File: config.mk
export PLATFORM = sky130hd
export DESIGN_NAME = bmm_ram
export DESIGN_NICKNAME = d
export VERILOG_FILES = /design/src/hw/rtl/bmm_ram.sv
export SDC_FILE = /design/constraint.sdc
export NUM_CORES = 1
export LEC_CHECK = 0
export BUFFER_PORTS_ARGS = -buffer_cell sky130_fd_sc_hd__buf_2
export CORE_MARGIN = 5
export CORE_UTILIZATION = 40
export DETAILED_ROUTE_END_ITERATION = 10
export PLACE_DENSITY = 0.66
export SYNTH_ARGS = -nofsm -noshare
export SYNTH_HDL_FRONTEND = slang
export SYNTH_SLANG_ARGS = --single-unit
File: constraint.sdc
create_clock -name i_clk -period 4.3 [get_ports i_clk]
set_input_delay 0.215 -clock i_clk [delete_from_list [all_inputs] [get_ports i_clk]]
set_output_delay 0.215 -clock i_clk [all_outputs]
set_load 0.1 [all_outputs]
File: src/hw/rtl/bmm_ram.sv
module bmm_ram #(
    parameter int WIDTH = 8,
    parameter int DEPTH = 64
) (
    input  logic                     i_clk,
    input  logic                     i_we,
    input  logic [$clog2(DEPTH)-1:0] i_waddr,
    input  logic [WIDTH-1:0]         i_wdata,
    input  logic [$clog2(DEPTH)-1:0] i_raddr,
    output logic [WIDTH-1:0]         o_rdata
);
    logic [WIDTH-1:0] r_mem [DEPTH];
    logic [WIDTH-1:0] r_rdata;

    always_ff @(posedge i_clk) begin
        if (i_we) begin
            r_mem[i_waddr] <= i_wdata;
        end
        r_rdata <= r_mem[i_raddr];
    end

    assign o_rdata = r_rdata;
endmodule

==> flow_metrics.py <==
metrics = {
    "synth": {
        "syn-num-nets": 962,
        "synth_top_area_cell": "edfxtp_1",
        "ys_types": 40,
        "seq_area_frac_synth": 0.7703,
        "synth_top_area_share": 0.7624,
        "async_reset_ff_frac": 0,
        "ys_warn_count": 0,
        "synthFlopType": "edfxtp_1",
        "ys_ff_latch": 520,
        "synth_edf_count": 512,
        "postSynthCellCount": 940,
        "syn_area_sq_um": 20170,
        "synth.area.top_cells": "edfxtp_1 (76%), mux4_2 (14%), nor2_1 (1.5%), mux2i_1 (1.1%), dfxtp_1 (0.79%)",
        "syn_avg_cell_area_sq_um": 21.45,
    },
    "setup_path": {
        "critPathArrivalTime_ns": 2.72,
        "cp_cell_sequence": "clkbuf_8, buf_12, mux4_2, mux2_2, o221a_2, nor3_1, o32ai_1",
        "cp_max_fo": 56,
        "crit_type": "input pin to flip-flop",
        "required_ns": 4.72,
        "critical-path-slowest-cell": "mux4_2",
        "critPathMaxStageDelay_ns": 0.55,
        "cp-end-kind": "flip-flop",
        "critPathLaunchType": "input pin",
    },
    "floorplanning": {
        "start_util": 0.4036,
        "die_y_microns": 234.5,
        "fp-row-count": 82,
        "die_x_microns": 234.5,
        "core_area_sq_um": 49970,
        "io_pins": 30,
        "die-area_sq_um": 55010,
    },
    "global_routing": {
        "grt_pass1_wl_microns": 64930,
        "grt_max_degree": 65,
        "grt_overflow_total": 0,
        "grt_pass1_vias": 9611,
        "grt_antenna_before_repair": 1,
        "grt_use_total": 0.1602,
    },
    "status": {
        "outcome": "finished clean",
    },
    "cts": {
        "cts.sinks": 520,
        "ctsRootBufferMaster": "clkbuf_16",
        "htree_levels": 2,
        "post_cts_buffers": 0,
        "clkTransAtPathRegs_ns": 0.06,
        "cts_buffer_depth": 3,
        "cts_made_buffers": 48,
        "cts_tree": "built",
        "postCtsHoldBufs": 0,
        "clk-insertion-delay-late_ns": 0.57,
        "post_cts_resized": 0,
    },
    "sta": {
        "rsz0062_at_grt": "false",
        "skew_ns": 0.02532,
        "hold_viol": 0,
        "tightest_slew_ns": 1.218,
        "setup_viol": 0,
        "period_needed_ns": 2.300,
        "fin_ws_ns": 2.000,
        "slew_viol_final": 0,
        "max_freq_ghz": 0.4348,
        "fin_crit_sh": 0.5349,
        "relSlewSlack": 0.1881,
        "tns_ns": 0,
    },
    "min_path": {
        "hold_path.class": "input pin to flip-flop",
    },
    "drt": {
        "drc": 0,
        "postRouteAntennaNets": 0,
        "detailroute.via_count": 9397,
        "drt_iter0_drc": 1133,
        "routed_wl_microns": 43810,
        "vias_per_cell": 5.541,
        "wl_per_cell_microns": 25.83,
        "firstDrtPassIters": 5,
    },
    "final_layout": {
        "area_growth_pct": 11.58,
        "drive_above_1_share": 0.2463,
        "final_util": 0.4503,
        "fin_nets": 1006,
        "layout_commonest_cell": "edfxtp_1",
        "mostFrequentLayoutCells": "edfxtp_1 (512), mux4_2 (126), nor2_1 (83)",
    },
    "power": {
        "pwr_density_cell_nw_per_um2": 455.8,
        "worst_ir_drop_vdd_v": 0.0002646,
        "leakage_nw": 6.896,
    },
    "placed_design": {
        "place_ws_ns": 1.346,
        "dp_hpwl_microns": 25780,
        "portBuffers": 29,
        "gp_congestion": 0.7933,
    },
    "flow_run": {
        "maxCapViolCount": 0,
    },
}
==> per-stage QoR <==
step,power (mW),std cells,hold slack [ns],instance area (sq um)
after floorplan,6.097,940,0.3139,20170
after CTS,10.33,1695,0.07559,22500
after global routing,10.56,1696,0.1137,22500
after detailed placement,6.318,1606,0.6598,21010
final,10.26,1696,0.1093,22500
after global placement,6.307,1606,0.6495,21010
==> layout make-up <==
| class | instances | area [sq um] |
|---|---|---|
| antenna | 1 | 2.502 |
| clock buffer | 60 | 1277 |
| clock inverter | 29 | 214.0 |
| fill | 4102 | 27460 |
| multi-input combinational | 369 | 4315 |
| sequential | 520 | 15530 |
| tap | 672 | 840.8 |
| timing repair buffer | 45 | 316.6 |
==> sequential cells by signal, indices dropped and copies added, names as in the netlist <==
| name | count |
|---|---|
| o_rdata | 8 |
| r_mem | 512 |
==> cells in the mapped netlist (3+ instances only) <==
master     instances
buf_1              4
nor2_1            83
nand2b_1           7
o22ai_1            8
nor2b_1           14
a22oi_1            3
o2bb2ai_1          3
buf_4             13
o2111ai_1          3
mux4_2           126
buf_2             11
a211oi_1           4
nand3b_1           3
nor3_1             7
a21oi_1            3
nand3_1           13
edfxtp_1         512
o221ai_1           8
mux2_2            13
nand2_1           19
clkbuf_1          17
buf_6              4
mux2i_1           23
a221oi_1           6
dfxtp_1            8
==> metal layers <==
layer / track usage / wire (microns) / up-vias
met5: 0 / 0 / -
met4: 0.04725 / 1117 / 0
met3: 0.02883 / 2921 / 71
met2: 0.2555 / 21300 / 342
met1: 0.2291 / 18480 / 4976
li1: - / - / 4008
==> cell families (layout without fill, tap and decap cells) <==
kind of cell           count (synthesis)  count (layout)  synth area share
other                                  0               1                 0
buffers and inverters                 51             134           0.01570
muxes                                162             162            0.1594
and+or+nand+nor                      153             153           0.03387
DFF                                  520             520            0.7703
AOI/OAI and AO/OA                     54              54           0.02072
==> worst paths after layout <==
kind	start	slack [ns]	cells past startpoint	to
worst min-delay path	i_raddr[5]	0.11	3	o_rdata[2]$_DFF_P_
worst max register to register	r_mem[47][1]$_DFFE_PP_	2.21	4	o_rdata[1]$_DFF_P_
worst max-delay path	i_raddr[0]	2.00	7	o_rdata[4]$_DFF_P_
worst min register to register	r_mem[30][6]$_DFFE_PP_	0.85	3	o_rdata[6]$_DFF_P_
==> critical path: cells and delay by family <==
kind	cells	cell delay, ns
mux	2	0.82
compound gates	2	0.41
simple gates	1	0.34
buf+inv	2	0.89
==> power breakdown <==
group,internal (mW),leakage (nW),switching (mW)
Combinational,0.190,1.49,0.385
Sequential,5.61,4.67,0.0160
Clock,2.29,0.734,1.77
Total,8.09,6.90,2.17
Note: power is estimated with default switching activity, not from simulation.
