[config.mk]
export PLATFORM = sky130hd
export DESIGN_NAME = bmm_out_reg
export DESIGN_NICKNAME = d
export VERILOG_FILES = /design/src/hw/rtl/bmm_pkg.sv /design/src/hw/rtl/bmm_out_reg.sv
export SDC_FILE = /design/constraint.sdc
export NUM_CORES = 1
export LEC_CHECK = 0
export ABC_AREA = 1
export BUFFER_PORTS_ARGS = -buffer_cell sky130_fd_sc_hd__buf_2
export CAP_MARGIN = 30
export CORE_UTILIZATION = 41
export CTS_CLUSTER_DIAMETER = 80
export DETAILED_ROUTE_END_ITERATION = 10
export PLACE_DENSITY = 0.87
export REMOVE_ABC_BUFFERS = 1
export SYNTH_ARGS = -nofsm -noshare
export SYNTH_HDL_FRONTEND = slang
export SYNTH_SLANG_ARGS = --single-unit
[constraint.sdc]
create_clock -name i_clk -period 6 [get_ports i_clk]
set_input_delay 1.2 -clock i_clk [delete_from_list [all_inputs] [get_ports i_clk]]
set_output_delay 1.2 -clock i_clk [all_outputs]
set_load 0.02 [all_outputs]
[src/hw/rtl/bmm_pkg.sv]
package bmm_pkg;

    localparam int VERT_W = 6;
    localparam int CNT_W  = 7;

    localparam logic REG_U_COUNT = 1'b0;
    localparam logic REG_V_COUNT = 1'b1;

    typedef enum logic [4:0] {
        S_IDLE,
        S_GR_X,
        S_GR_E,
        S_GR_ED,
        S_LY_INIT,
        S_LY_Q,
        S_LY_H,
        S_LY_HD,
        S_LY_E,
        S_LY_ED,
        S_LY_PA,
        S_LY_PD,
        S_AUG_INIT,
        S_AUG_I,
        S_EX_A,
        S_EX_B,
        S_EX_C,
        S_EX_D,
        S_EX_APPLY,
        S_EX_AD,
        S_SZ,
        S_EM_A,
        S_EM_B,
        S_EM_C
    } t_state;

    typedef struct packed {
        logic [VERT_W-1:0] out_right;
        logic [VERT_W-1:0] out_left;
        logic              out_matched;
        logic [CNT_W-1:0]  out_size;
        logic              last;
    } t_res;

    function automatic logic [CNT_W-1:0] f_clamp(input logic [CNT_W-1:0] v,
                                                 input logic [CNT_W-1:0] m);
        logic [CNT_W-1:0] res;
        begin
            if (v == '0) begin
                res = CNT_W'(1);
            end else if (v > m) begin
                res = m;
            end else begin
                res = v;
            end
            return res;
        end
    endfunction

endpackage

[src/hw/rtl/bmm_out_reg.sv]
module bmm_out_reg import bmm_pkg::*; (
    input  logic i_clk,
    input  logic i_rst_n,
    input  logic i_load,
    input  t_res i_res,
    input  logic i_stall,
    output logic o_can_load,
    output logic o_valid,
    output t_res o_res
);
    logic r_valid;
    t_res r_res;

    assign o_can_load = !r_valid || !i_stall;

    always_ff @(posedge i_clk) begin
        if (!i_rst_n) begin
            r_valid <= 1'b0;
        end else if (o_can_load) begin
            r_valid <= i_load;
        end
    end

    always_ff @(posedge i_clk) begin
        if (o_can_load && i_load) begin
            r_res <= i_res;
        end
    end

    assign o_valid = r_valid;
    assign o_res   = r_res;
endmodule

==> results.yml <==
global_routing:
  grt_pass1_vias: 373
  globalRouteTotalUtil_pct: 13.3
  antenna_violations_before_repair: 0
  grt_first_pass_wirelength_mm: 1.66
  largest_net_degree_at_the_start_of_global_routing: 22
  global_route.overflow_total: 0
yosys:
  synth_simple_gate_area_share_pct: 0.923
  postSynthCellCount: 27
  yosys_cell_types: 6
  synth.area.mux_share_pct: 0
  syn_area_um2: 678
  synth_xor_area_share_pct: 0
  yosys_register_bits: 22
  synth_top_family_by_area: "compound AO/OA/AOI/OAI gates"
  synth_compound_area_share_pct: 2.03
  ys.warnings.count: 0
  synthesis.area_per_instance_um2: 25.1
  yosys.area_share.adder_pct: 0
  share_of_synthesized_area_occupied_by_flip_flops_and_latches_pct: 95.9
finish:
  post_route_cells_drive_above_1_share_pct: 69.6
  final_cell_mix: "sky130_fd_sc_hd__buf_2, sky130_fd_sc_hd__edfxtp_1, sky130_fd_sc_hd__clkbuf_4, sky130_fd_sc_hd__inv_1, sky130_fd_sc_hd__a21oi_2"
  layout_commonest_cell: "sky130_fd_sc_hd__buf_2"
  finish.net_count: 105
  antenna_cells_inserted: 0
  areaGrowthSynthToFinish_pct: 45.8
placed_design:
  preCtsSetupSlack_ns: 3.22
  io_buffers: 47
  gp_routability_congestion: 0.649
min_path:
  min_to: "o_valid$_SDFFE_PN0P_"
  cell_depth_of_the_worst_min_delay_path: 2
  hold_path_class: "register to register"
  worstHoldStart: "o_valid$_SDFFE_PN0P_"
critical_path:
  critical_path_class: "input port to primary output"
  rrSetupSlack_ns: 4.87
  crit-reg2reg-launch: "o_valid$_SDFFE_PN0P_"
  ff2ff_path_depth: 2
  worst-endpoint-arrival_ns: 1.57
  worst-endpoint-required_ns: 4.80
  cp-start-kind: "input port"
  worst-path-max-fanout: 2
  startpoint: "i_stall"
  timing.critical_path.to_type: "primary output"
  r2r-end: "o_res[7]$_DFFE_PP_"
power:
  p_sw_share_pct: 21.4
  internal-power_uw: 228
  power.leakage_nw: 0.440
  combPwrFrac_pct: 11.6
  peakVddDrop_mv: 0.201
  p_switching_uw: 62.4
  power.density_cell_area_nw_per_um2: 294
  seq_power_share_pct: 62.1
  share_clk_of_total_power_pct: 26.3
die:
  placementRows: 14
  floorplan.core_area_um2: 1520
  die_h_um: 42.7
  dieWidth_um: 42.7
  fp.dieArea_um2: 1820
  i_o_pin_count: 48
  initial_core_utilization_pct: 44.5
timing:
  max_slew_margin_pct: 80.4
  least_setup_slack_across_all_paths_after_layout_ns: 3.23
  hold_violations: 0
  setup_tns_ns: 0
  clock-skew-final_ns: 0.00226
  setup_repair_after_global_routing_missed_its_margin: "false"
  max_freq_mhz: 361
  maxSlewViolCount: 0
  layout_min_cycle_time_ns: 2.77
  period_share_pct: 46.1
  final-setup-viol-count: 0
  worst-slew-pin-transition_ns: 0.294
clock_network:
  post-cts-setup-buffer-count: 0
  post_cts_resize_count: 0
  tritoncts_num_sinks: 22
  clock_insertion_delay_worst_skew_ns: 0.29
  cts_hold_repair.buffers: 0
  cts.reportedPaths.clkPinSlew_ns: 0.11
  numCtsBuffers: 3
  cts_buffer_depth: 2
  ctsHtreeMaxLevel: 1
  tritoncts_clock_tree: "done"
  cts.root.buffer_cell: "sky130_fd_sc_hd__clkbuf_4"
routing:
  drt_pre_antenna_iters: 2
  detailroute.via_count: 415
  route.detailed.wl_per_inst_um: 11.9
  drt_wl_total_mm: 1.13
  antenna_violating_nets_post_route: 0
  remaining_drc_errors: 0
  first_iter_violations: 2
  post_drt_via_cell_ratio: 4.37
job:
  drv_cap: 0
outcome:
  run_status: "finished, final reports clean"
## cell type report
type / count / area [um^2]
Clock buffer: 4 / 36.3
Fill cell: 110 / 536
Inverter: 2 / 7.51
Multi-Input combinational cell: 3 / 23.8
Sequential cell: 22 / 651
Tap cell: 16 / 20.0
Timing Repair Buffer: 48 / 250
## cells in the mapped netlist (all sizes together)
| cell type | count | area [um^2] |
|---|---|---|
| edfxtp | 21 | 631 |
| dfxtp | 1 | 20.0 |
| nand2 | 1 | 6.26 |
| inv | 2 | 7.51 |
| a21oi | 2 | 13.8 |
## worst max-delay path by stage
stage,slack [ns],to
after floorplan,3.29,o_res[0]$_DFFE_PP_
after global placement,3.26,o_can_load
after detailed placement,3.22,o_can_load
after CTS,3.22,o_can_load
after global routing,3.21,o_can_load
final,3.23,o_can_load
## power groups by stage
| stage | registers [mW] | logic, mW | clock network [mW] |
|---|---|---|---|
| after global placement | 0.184 | 0.0321 | 0 |
| final | 0.181 | 0.0338 | 0.0765 |
| after CTS | 0.181 | 0.0329 | 0.0806 |
| after floorplan | 0.196 | 0.00409 | 0 |
| after global routing | 0.181 | 0.0362 | 0.0844 |
| after detailed placement | 0.184 | 0.0329 | 0 |
## metrics by stage
stage | instance area [um^2] | instances | power (mW) | utilization (%) | hold slack [ns]
after floorplan | 678 | 27 | 0.200 | - | 0.636
after global placement | 937 | 90 | 0.216 | 61.5 | 0.472
after detailed placement | 937 | 90 | 0.217 | 61.5 | 0.498
after CTS | 973 | 94 | 0.294 | 63.9 | 0.516
after global routing | 988 | 95 | 0.302 | 64.9 | 0.536
final | 988 | 95 | 0.291 | 64.9 | 0.511
## logic make-up after synthesis
logic type	count (synthesis)
DFF	22
AOI/OAI and AO/OA	2
buffers and inverters	2
and+or+nand+nor	1
## worst max-delay path: stages
cell and delay [ns]:
sky130_fd_sc_hd__buf_2 0.11, sky130_fd_sc_hd__nand2_2 0.08, sky130_fd_sc_hd__buf_2 0.17
## per-layer routing
layer	wire [um]	up-vias	track usage, %
li1	-	208	-
met1	455	173	16.0
met2	552	32	21.5
met3	117	2	3.40
met4	8	0	7.50
met5	0	-	0
## state kept, by name, summed over array words and instances, names as in the netlist
signal	cells
o_valid	1
o_res	21
(Power assumes the default switching activity.)
